## src/design/wrps_pkg.sv

```systemverilog
`timescale 1ns / 1ps
`default_nettype none
// ----------------------------------------------------------------------------
// wrps_pkg
// Shared constants and stage payload types of the weighted port selector.
// ----------------------------------------------------------------------------
package wrps_pkg;

  localparam int unsigned NUM_COST = 5;   // ports that carry a cost field
  localparam int unsigned PORT_W   = 3;
  localparam int unsigned COST_W   = 8;
  localparam int unsigned RND_W    = 31;
  localparam int unsigned SCALE    = 100;

  localparam int unsigned WT_W  = 7;                   // weight 0..SCALE
  localparam int unsigned SUM_W = 11;                  // sum of (cost+1)
  localparam int unsigned REM_W = SUM_W + WT_W - 1;    // divider remainder
  localparam int unsigned TOT_W = 9;                   // weight total

  localparam int unsigned DIV_STEPS  = 3;
  localparam int unsigned DIV_STAGES = (WT_W + DIV_STEPS - 1) / DIV_STEPS;
  localparam int unsigned MOD_STEPS  = 8;
  localparam int unsigned MOD_STAGES = (RND_W + MOD_STEPS - 1) / MOD_STEPS;

  typedef logic [NUM_COST-1:0] pmask_t;

  // Decision state that travels with a request.
  typedef struct packed {
    pmask_t              present;
    pmask_t              vcok;
    logic                decided;
    logic [PORT_W-1:0]   port;
    logic                no_choice;
  } ctl_t;

  typedef struct packed {
    ctl_t                             ctl;
    logic [RND_W-1:0]                 rnd;
    logic [SUM_W-1:0]                 sum;
    logic [NUM_COST-1:0][REM_W-1:0]   rem;
    logic [NUM_COST-1:0][WT_W-1:0]    wt;
    logic [TOT_W-1:0]                 total;
  } divw_t;

  typedef struct packed {
    ctl_t                             ctl;
    logic [RND_W-1:0]                 rnd;
    logic [NUM_COST-1:0][WT_W-1:0]    wt;
    logic [TOT_W-1:0]                 total;
    logic [TOT_W-1:0]                 rem;
  } modw_t;

  typedef struct packed {
    logic [PORT_W-1:0] port;
    logic              no_choice;
  } res_t;

endpackage
`default_nettype wire

```

## src/design/wrps_front.sv

```systemverilog
`timescale 1ns / 1ps
`default_nettype none
// ----------------------------------------------------------------------------
// wrps_front
// Masks the candidates, forms the scaled costs and their sum, and settles
// the cases that need no draw.
// ----------------------------------------------------------------------------
module wrps_front #(
  parameter int unsigned USE_PORTS = 5
) (
  input  wire logic                                            clk,
  input  wire logic                                            rst_n,
  input  wire logic                                            in_valid,
  output logic                                                 in_ready,
  input  wire logic [wrps_pkg::NUM_COST-1:0]                   in_present,
  input  wire logic [wrps_pkg::NUM_COST-1:0]                   in_vc,
  input  wire logic [wrps_pkg::NUM_COST-1:0][wrps_pkg::COST_W-1:0] in_cost,
  input  wire logic [wrps_pkg::RND_W-1:0]                      in_rnd,
  output logic                                                 out_valid,
  input  wire logic                                            out_ready,
  output wrps_pkg::divw_t                                      out_data
);
  import wrps_pkg::*;

  localparam pmask_t LIM_MASK = pmask_t'((1 << USE_PORTS) - 1);

  logic   v_r;
  divw_t  st_r;
  divw_t  st_nxt;

  assign in_ready  = ~v_r | out_ready;
  assign out_valid = v_r;
  assign out_data  = st_r;

  always_comb begin
    logic [COST_W:0]   c;
    logic [PORT_W-1:0] pick;
    logic              none;
    logic              multi;
    st_nxt             = '0;
    st_nxt.ctl.present = in_present & LIM_MASK;
    st_nxt.ctl.vcok    = in_vc & st_nxt.ctl.present;
    st_nxt.rnd         = in_rnd;
    pick               = '0;
    for (int i = 0; i < NUM_COST; i++) begin
      c = st_nxt.ctl.vcok[i] ? ({1'b0, in_cost[i]} + 1'b1) : '0;
      st_nxt.sum    = st_nxt.sum + SUM_W'(c);
      st_nxt.rem[i] = REM_W'(SCALE * c);
      if (st_nxt.ctl.present[i]) begin
        pick = PORT_W'(i);
      end
    end
    none  = (st_nxt.ctl.present == '0);
    multi = ((st_nxt.ctl.present & (st_nxt.ctl.present - 1'b1)) != '0);
    st_nxt.ctl.decided   = none | ~multi | (st_nxt.sum == '0);
    st_nxt.ctl.no_choice = none | (multi & (st_nxt.sum == '0));
    st_nxt.ctl.port      = (~none & ~multi) ? pick : '0;
  end

  always_ff @(posedge clk) begin
    if (!rst_n) begin
      v_r <= 1'b0;
    end else if (in_ready) begin
      v_r <= in_valid;
    end
  end

  always_ff @(posedge clk) begin
    if (in_ready) begin
      st_r <= st_nxt;
    end
  end

endmodule
`default_nettype wire

```

## src/design/wrps_weight_div.sv

```systemverilog
`timescale 1ns / 1ps
`default_nettype none
// ----------------------------------------------------------------------------
// wrps_weight_div
// Restoring division of SCALE*(cost+1) by the cost sum in every lane, a few
// quotient bits per stage; the last stage also adds up the weights.
// ----------------------------------------------------------------------------
module wrps_weight_div (
  input  wire logic           clk,
  input  wire logic           rst_n,
  input  wire logic           in_valid,
  output logic                in_ready,
  input  wire wrps_pkg::divw_t in_data,
  output logic                out_valid,
  input  wire logic           out_ready,
  output wrps_pkg::modw_t     out_data
);
  import wrps_pkg::*;

  localparam int NS = DIV_STAGES;

  logic              v_r   [NS];
  logic              v_nxt [NS];
  divw_t             st_r  [NS];
  divw_t             st_nxt[NS];
  logic [NS:0]       adv;

  always_comb begin
    adv[NS] = out_ready;
    for (int s = NS - 1; s >= 0; s--) begin
      adv[s] = ~v_r[s] | adv[s+1];
    end
  end

  assign in_ready  = adv[0];
  assign out_valid = v_r[NS-1];

  always_comb begin
    out_data       = '0;
    out_data.ctl   = st_r[NS-1].ctl;
    out_data.rnd   = st_r[NS-1].rnd;
    out_data.wt    = st_r[NS-1].wt;
    out_data.total = st_r[NS-1].total;
  end

  for (genvar s = 0; s < NS; s++) begin : g_stage
    localparam int HI = int'(WT_W) - 1 - s * int'(DIV_STEPS);
    localparam int LO = (HI >= int'(DIV_STEPS) - 1) ? HI - int'(DIV_STEPS) + 1 : 0;

    divw_t src;

    if (s == 0) begin : g_first
      assign src      = in_data;
      assign v_nxt[s] = in_valid;
    end else begin : g_next
      assign src      = st_r[s-1];
      assign v_nxt[s] = v_r[s-1];
    end

    always_comb begin
      logic [REM_W-1:0] dvs;
      st_nxt[s] = src;
      for (int k = HI; k >= LO; k--) begin
        for (int i = 0; i < NUM_COST; i++) begin
          dvs = REM_W'(src.sum) << k;
          if (st_nxt[s].rem[i] >= dvs) begin
            st_nxt[s].rem[i]   = st_nxt[s].rem[i] - dvs;
            st_nxt[s].wt[i][k] = 1'b1;
          end
        end
      end
      if (s == NS - 1) begin
        st_nxt[s].total = '0;
        for (int i = 0; i < NUM_COST; i++) begin
          st_nxt[s].total = st_nxt[s].total + TOT_W'(st_nxt[s].wt[i]);
        end
      end
    end

    always_ff @(posedge clk) begin
      if (!rst_n) begin
        v_r[s] <= 1'b0;
      end else if (adv[s]) begin
        v_r[s] <= v_nxt[s];
      end
    end

    always_ff @(posedge clk) begin
      if (adv[s]) begin
        st_r[s] <= st_nxt[s];
      end
    end
  end

endmodule
`default_nettype wire

```

## src/design/wrps_mod.sv

```systemverilog
`timescale 1ns / 1ps
`default_nettype none
// ----------------------------------------------------------------------------
// wrps_mod
// Reduces the random value modulo the weight total, one remainder bit per
// step and up to MOD_STEPS steps per stage.
// ----------------------------------------------------------------------------
module wrps_mod (
  input  wire logic           clk,
  input  wire logic           rst_n,
  input  wire logic           in_valid,
  output logic                in_ready,
  input  wire wrps_pkg::modw_t in_data,
  output logic                out_valid,
  input  wire logic           out_ready,
  output wrps_pkg::modw_t     out_data
);
  import wrps_pkg::*;

  localparam int NS = MOD_STAGES;

  logic              v_r   [NS];
  logic              v_nxt [NS];
  modw_t             st_r  [NS];
  modw_t             st_nxt[NS];
  logic [NS:0]       adv;

  always_comb begin
    adv[NS] = out_ready;
    for (int s = NS - 1; s >= 0; s--) begin
      adv[s] = ~v_r[s] | adv[s+1];
    end
  end

  assign in_ready  = adv[0];
  assign out_valid = v_r[NS-1];
  assign out_data  = st_r[NS-1];

  for (genvar s = 0; s < NS; s++) begin : g_stage
    localparam int HI = int'(RND_W) - 1 - s * int'(MOD_STEPS);
    localparam int LO = (HI >= int'(MOD_STEPS) - 1) ? HI - int'(MOD_STEPS) + 1 : 0;

    modw_t src;

    if (s == 0) begin : g_first
      assign src      = in_data;
      assign v_nxt[s] = in_valid;
    end else begin : g_next
      assign src      = st_r[s-1];
      assign v_nxt[s] = v_r[s-1];
    end

    always_comb begin
      logic [TOT_W:0] r;
      st_nxt[s] = src;
      for (int k = HI; k >= LO; k--) begin
        r = {st_nxt[s].rem, src.rnd[k]};
        if (r >= {1'b0, src.total}) begin
          r = r - {1'b0, src.total};
        end
        st_nxt[s].rem = r[TOT_W-1:0];
      end
    end

    always_ff @(posedge clk) begin
      if (!rst_n) begin
        v_r[s] <= 1'b0;
      end else if (adv[s]) begin
        v_r[s] <= v_nxt[s];
      end
    end

    always_ff @(posedge clk) begin
      if (adv[s]) begin
        st_r[s] <= st_nxt[s];
      end
    end
  end

endmodule
`default_nettype wire

```

## src/design/wrps_select.sv

```systemverilog
`timescale 1ns / 1ps
`default_nettype none
// ----------------------------------------------------------------------------
// wrps_select
// Walks the cumulative weights in port order and registers the chosen port.
// ----------------------------------------------------------------------------
module wrps_select (
  input  wire logic           clk,
  input  wire logic           rst_n,
  input  wire logic           in_valid,
  output logic                in_ready,
  input  wire wrps_pkg::modw_t in_data,
  output logic                out_valid,
  input  wire logic           out_ready,
  output wrps_pkg::res_t      out_data
);
  import wrps_pkg::*;

  logic  v_r;
  res_t  res_r;
  res_t  res_nxt;

  assign in_ready  = ~v_r | out_ready;
  assign out_valid = v_r;
  assign out_data  = res_r;

  always_comb begin
    logic [TOT_W-1:0] cum;
    logic             found;
    cum     = '0;
    found   = 1'b0;
    res_nxt = '0;
    for (int i = 0; i < NUM_COST; i++) begin
      if (in_data.ctl.present[i]) begin
        cum = cum + TOT_W'(in_data.wt[i]);
        if (!found && (in_data.rem < cum)) begin
          found        = 1'b1;
          res_nxt.port = PORT_W'(i);
        end
      end
    end
    if (in_data.ctl.decided) begin
      res_nxt.port      = in_data.ctl.port;
      res_nxt.no_choice = in_data.ctl.no_choice;
    end else if ((in_data.total == '0) || !found) begin
      res_nxt.port      = '0;
      res_nxt.no_choice = 1'b1;
    end
  end

  always_ff @(posedge clk) begin
    if (!rst_n) begin
      v_r <= 1'b0;
    end else if (in_ready) begin
      v_r <= in_valid;
    end
  end

  always_ff @(posedge clk) begin
    if (in_ready) begin
      res_r <= res_nxt;
    end
  end

endmodule
`default_nettype wire

```

## src/design/weighted_random_port_select.sv

```systemverilog
// Pipeline: an accepted request passes 1 front stage, 3 weight-division stages,
// 4 modulo stages and 1 selection stage. Throughput: one request per cycle
// unless the output stalls; the modulo stages, up to 8 remainder bits each over
// 31 bits, set the pipeline depth. A stalled output holds only the stages behind it.
// Reset: synchronous, active low; it empties the pipeline, no other state.
`timescale 1ns / 1ps
`default_nettype none
// ----------------------------------------------------------------------------
// weighted_random_port_select
// Router output-port selector using a weighted random (roulette wheel) draw.
// ----------------------------------------------------------------------------
//
// Every request names the candidate ports, those with a free virtual channel,
// a cost per port and a random value. A lone candidate is taken outright,
// even without a free channel. Otherwise each candidate with a free channel
// is given the weight floor(100*(cost+1)/S), S being the sum of (cost+1)
// over those ports, and the random value reduced modulo the weight total
// picks the lowest port whose running sum of weights lies above it.
//
// The request flows through a chain of handshaked register stages. Each
// stage takes new data whenever it is empty or the stage after it moves on,
// so bubbles close up behind a stalled output and no request is dropped or
// repeated. The weight division is a restoring divider spread over three
// stages (quotient bits 6..4, 3..1 and 0, the last stage also summing the
// weights), and the modulo reduction is a bit-serial restoring remainder
// spread over four stages.
//
// Ports at or above NUM_PORTS, and any beyond the five that carry a cost,
// are never considered.
module weighted_random_port_select #(
  parameter int unsigned NUM_PORTS = 5
) (
  input  wire logic        clk,
  input  wire logic        rst_n,
  input  wire logic        in_valid,
  output logic             in_ready,
  input  wire logic [4:0]  in_port_present_mask,
  input  wire logic [4:0]  in_port_vc_mask,
  input  wire logic [7:0]  in_cost_port0,
  input  wire logic [7:0]  in_cost_port1,
  input  wire logic [7:0]  in_cost_port2,
  input  wire logic [7:0]  in_cost_port3,
  input  wire logic [7:0]  in_cost_port4,
  input  wire logic [30:0] in_random_value,
  output logic             out_valid,
  input  wire logic        out_ready,
  output logic [2:0]       out_chosen_port,
  output logic             out_no_choice
);
  import wrps_pkg::*;

  // Only ports that exist and carry a cost take part.
  localparam int unsigned USE_PORTS = (NUM_PORTS < NUM_COST) ? NUM_PORTS : NUM_COST;

  logic [NUM_COST-1:0][COST_W-1:0] cost_all;

  logic   fr_valid;
  logic   fr_ready;
  divw_t  fr_data;
  logic   dv_valid;
  logic   dv_ready;
  modw_t  dv_data;
  logic   md_valid;
  logic   md_ready;
  modw_t  md_data;
  res_t   res;

  assign cost_all = {in_cost_port4, in_cost_port3, in_cost_port2,
                     in_cost_port1, in_cost_port0};

  // Candidate masking, scaled costs, their sum and the trivial outcomes.
  wrps_front #(
    .USE_PORTS (USE_PORTS)
  ) u_front (
    .clk        (clk),
    .rst_n      (rst_n),
    .in_valid   (in_valid),
    .in_ready   (in_ready),
    .in_present (in_port_present_mask),
    .in_vc      (in_port_vc_mask),
    .in_cost    (cost_all),
    .in_rnd     (in_random_value),
    .out_valid  (fr_valid),
    .out_ready  (fr_ready),
    .out_data   (fr_data)
  );

  // Per-port weights and their total.
  wrps_weight_div u_weight_div (
    .clk       (clk),
    .rst_n     (rst_n),
    .in_valid  (fr_valid),
    .in_ready  (fr_ready),
    .in_data   (fr_data),
    .out_valid (dv_valid),
    .out_ready (dv_ready),
    .out_data  (dv_data)
  );

  // Random value reduced modulo the weight total.
  wrps_mod u_mod (
    .clk       (clk),
    .rst_n     (rst_n),
    .in_valid  (dv_valid),
    .in_ready  (dv_ready),
    .in_data   (dv_data),
    .out_valid (md_valid),
    .out_ready (md_ready),
    .out_data  (md_data)
  );

  // Roulette walk and the output register.
  wrps_select u_select (
    .clk       (clk),
    .rst_n     (rst_n),
    .in_valid  (md_valid),
    .in_ready  (md_ready),
    .in_data   (md_data),
    .out_valid (out_valid),
    .out_ready (out_ready),
    .out_data  (res)
  );

  assign out_chosen_port = res.port;
  assign out_no_choice   = res.no_choice;

endmodule
`default_nettype wire

```

## config.mk

```make
export PLATFORM = sky130hd
export DESIGN_NAME = weighted_random_port_select
export DESIGN_NICKNAME = d
export VERILOG_FILES = /design/src/design/wrps_pkg.sv /design/src/design/wrps_front.sv /design/src/design/wrps_weight_div.sv /design/src/design/wrps_mod.sv /design/src/design/wrps_select.sv /design/src/design/weighted_random_port_select.sv
export SDC_FILE = /design/constraint.sdc
export NUM_CORES = 2
export LEC_CHECK = 0
export ABC_AREA = 1
export BUFFER_PORTS_ARGS = -buffer_cell sky130_fd_sc_hd__buf_2
export CAP_MARGIN = 20
export CORE_AREA = 2 2 422 424
export CTS_BUF_LIST = sky130_fd_sc_hd__clkbuf_4
export DETAILED_ROUTE_END_ITERATION = 6
export DIE_AREA = 0 0 424 426
export GPL_TIMING_DRIVEN = 0
export PLACE_DENSITY_LB_ADDON = 0.12
export REMOVE_ABC_BUFFERS = 1
export SYNTH_ARGS = -nofsm -noshare
export SYNTH_HDL_FRONTEND = slang
export SYNTH_SLANG_ARGS = --single-unit
```

## constraint.sdc

```tcl
create_clock -name clk -period 19.2 [get_ports clk]
set_input_delay 0 -clock clk [delete_from_list [all_inputs] [get_ports clk]]
set_output_delay 0 -clock clk [all_outputs]
set_load 0.02 [all_outputs]
```

==> key figures <==
Timing
  • Slew @ Worst Pin: 1120 ps
  • Rel. slew slack: 0.254
  • Hold Worst Slack: 149 ps
  • RSZ-0062 raised after global routing: no
  • Fin. Hold Viols: 0
  • Crit path time final: 16660 ps
  • Max Clk Rate: approximately 60 MHz
  • Setup Skew: between 70 and 80 ps
  • Final slew viol count: 0
  • Final period util: 0.868
  • Final setup viols: 0

Routing
  • WL/cell: 15.5 um
  • DRC Markers: 1
  • First-pass iteration count of the detailed router: 7
  • Via density: 4.95
  • Total number of vias: 54893
  • Remaining antenna violation count after routing: 0
  • First DRT Iteration DRCs: 2756
  • Routed WL: 171000 um

GRT
  • First-pass GRT wire length: 276000 um
  • Antenna violations before repair: 6
  • Vias in the first global route: about 54000
  • Largest net degree at the start of global routing: 118
  • GR Util All Layers: 0.189
  • Gr ovfl total: 0

Job
  • Number of max-cap violations: 0

Clock tree
  • CTS Buf Count: roughly 210
  • Worst-Skew Late Latency: 1200 ps
  • CTS Root Cell: clkbuf_4
  • TritonCTS clock tree: built
  • H-tree levels: 4
  • Bufs on Longest Clock Path: 3
  • Clock Sinks: between 800 and 900
  • Post-cts resize count: 0
  • # Post-CTS Setup Buffers: 0
  • Worst-path clk slew: around 70 ps

Synthesis
  • Number of synthesized flops with an enable pin: between 800 and 900
  • Mapped Cells: 8126
  • Multiplexer area fraction after synthesis: 0.00129
  • Sequential area share after synthesis: 0.352
  • Largest family of logic cells by synthesized area: adder cells
  • Async S/R FF share, synth: 0
  • Synth Cell Area: 70000 um^2
  • Post-Synth Simple-Gate Area: 0.194
  • Yosys warning total: 0
  • Synth Area in XOR/XNOR: 0.0711
  • Top_reg_cell synth: edfxtp_1
  • Unique cell type count in the Yosys netlist: 80
  • Synth Area in Adders: 0.196
  • Synth Area in Compound Gates: 0.117
  • Yosys reg bits: 821
  • Mean Syn Cell Area: between 8 and 9 um^2

Hold path
  • Hold crit path type: input pin to flip-flop
  • Hold Path Cell Cnt: 6
  • WHS Endpoint: u_front.out_data[100]$_DFFE_PP_
  • Hold Startpoint: in_port_vc_mask[3]

Outcome
  • Failing checks: DRC
  • Status: finished with violations

Critical path
  • CP peak stage delay: 760 ps
  • CP max FO: 14
  • Data required time of the worst path: about 20000 ps
  • FF-to-FF path depth: 82
  • CP most frequent cell: nand2_1
  • Worst r2r dst: u_mod.st_r[2][2]$_DFFE_PP_
  • Crit path DAT: 17730 ps
  • Element type at the critical path start: flip-flop
  • Critical Path Sink Type: flip-flop
  • Reg-to-reg slack, setup: 2540 ps
  • Crit path kind: flip-flop to flip-flop
  • Highest-delay cell along the critical path: nor2_1
  • Reg-to-Reg Start: u_mod.st_r[1][10]$_DFFE_PP_

Die
  • Core region area: 176000 um^2
  • Die Wd: 424 um
  • I/O pin count: 91
  • Die Height: 426 um
  • Row cnt: about 150
  • Initial Util: 0.398
  • Die area: 181000 um^2

Placed design
  • GP Congestion: 0.874
  • HPWL Detailed: 133000 um
  • DP Area: 73300 um^2
  • Number of port buffers: 90

Finish
  • Utilization after layout: 0.446
  • Share of cells above drive strength 1: 0.0798
  • P&R area growth vs syn: 12.0%
  • Layout Nets: 9711
  • Design Area, Final: roughly 78000 um^2
metal layers:
layer | up-vias | track usage | part of all wire
met5 | - | 0 | 0.00016
met4 | 4 | 0.0716 | 0.033
met3 | 294 | 0.0234 | 0.031
met2 | 814 | 0.330 | 0.48
met1 | 24903 | 0.239 | 0.46
li1 | 28878 | - | -
cells in the mapped netlist, types with 21 or more instances:
master    instances  area [um^2]
nand2_1        1754         6580
inv_1          1119         4200
ha_1            910        11400
edfxtp_1        817        24500
a21oi_1         644         3220
nand3_1         466         2330
o21ai_0         416         2080
nor2_1          392         1470
xor2_1          332         2910
xnor2_1         234         2050
fa_1            118         2360
nor3_1           92          460
nand4_1          90          563
o21ai_1          63          315
o21bai_1         61          458
o211ai_1         46          345
nand2_2          43          269
nand3_2          36          360
a31oi_1          35          219
a21o_1           34          255
nor4_1           33          206
clkbuf_1         32          120
or2_2            27          169
nand3_4          25          438
o21ai_2          23          201
inv_2            22         82.6
a211oi_1         21          158
worst max-delay path by stage:
stage | cells after the start | slack (ps) | end | startpoint
6_report | 82 | 2540 | u_mod.st_r[2][2]$_DFFE_PP_ | u_mod.st_r[1][10]$_DFFE_PP_
3_3_place_gp | 16 | -3970 | in_ready | u_select.out_valid$_SDFFE_PN0P_
4_1_cts | 82 | 2550 | u_mod.st_r[2][2]$_DFFE_PP_ | u_mod.st_r[1][10]$_DFFE_PP_
3_5_place_dp | 82 | 2560 | u_mod.st_r[2][1]$_DFFE_PP_ | u_mod.st_r[1][10]$_DFFE_PP_
2_1_floorplan | 15 | 4310 | u_front.out_data[100]$_DFFE_PP_ | u_select.out_valid$_SDFFE_PN0P_
5_1_grt | 82 | 720 | u_mod.st_r[2][3]$_DFFE_PP_ | u_mod.st_r[1][10]$_DFFE_PP_
worst max-delay path, delay by kind of cell (launching register included):
family | cells | cell delay [ps]
and+or+nand+nor | 46 | 6110
AOI/OAI and AO/OA | 18 | 5110
adders and majority gates | 8 | 3390
buffers and inverters | 10 | 1310
DFF | 1 | 630
kinds of logic (layout without fill, tap and decap cells):
family | after synthesis | after routing
simple gates | 3037 | 3037
compound gates | 1438 | 1438
buf+inv | 1227 | 1847
fa+ha+maj | 1028 | 1028
flops | 821 | 821
xor+xnor | 567 | 567
mux | 8 | 8
other cells | 0 | 4
layout by cell type, fill, tap and decap left out, types with 33 or more instances in the layout:
| master | instances |
|---|---|
| nand2_1 | 1751 |
| inv_1 | 1112 |
| ha_1 | 910 |
| edfxtp_1 | 817 |
| a21oi_1 | 643 |
| nand3_1 | 466 |
| o21ai_0 | 416 |
| nor2_1 | 392 |
| xor2_1 | 332 |
| clkbuf_4 | 287 |
| xnor2_1 | 234 |
| dlygate4sd3_1 | 233 |
| fa_1 | 118 |
| nor3_1 | 92 |
| nand4_1 | 90 |
| buf_2 | 90 |
| o21ai_1 | 63 |
| o21bai_1 | 61 |
| o211ai_1 | 46 |
| nand2_2 | 43 |
| clkinv_1 | 41 |
| nand3_2 | 36 |
| a31oi_1 | 35 |
| a21o_1 | 34 |
| nor4_1 | 33 |
timing repair:
| item | 4_1_cts | 5_1_grt |
|---|---|---|
| hold buffers | 233 | 0 |
| hold endpoints to repair | 231 | 0 |
| setup endpoints to repair | 0 | 0 |
registers in the layout, summed over array words and instances (netlist names):
signal,cells
u_mod.v_r,4
u_select.out_data,4
u_weight_div.st_r,389
u_mod.st_r,297
u_select.out_valid,1
u_front.out_valid,1
u_front.out_data,122
u_weight_div.v_r,3
stage by stage:
stage               setup WS (ps)  TNS [ps]  std cells
floorplan                    4310         0       8045
global placement            -3970   -471870      10475
detailed placement           2560         0      10492
CTS                          2550         0      11084
global route                  717         0      11089
finish                       2540         0      11090
layout make-up:
type                            instances  area [um^2]
Fill cell                           17284        97300
Multi-Input combinational cell       6078        40600
Sequential cell                       821        24600
Inverter                             1146         4320
Timing Repair Buffer                  342         3220
Tap cell                             2340         2930
Clock buffer                          287         2150
Clock inverter                         72          526
Antenna cell                            4         10.0
Power is left out: the tool's default activity adds up to more than one toggle a clock period on the data nets, which glitch-free logic cannot reach.
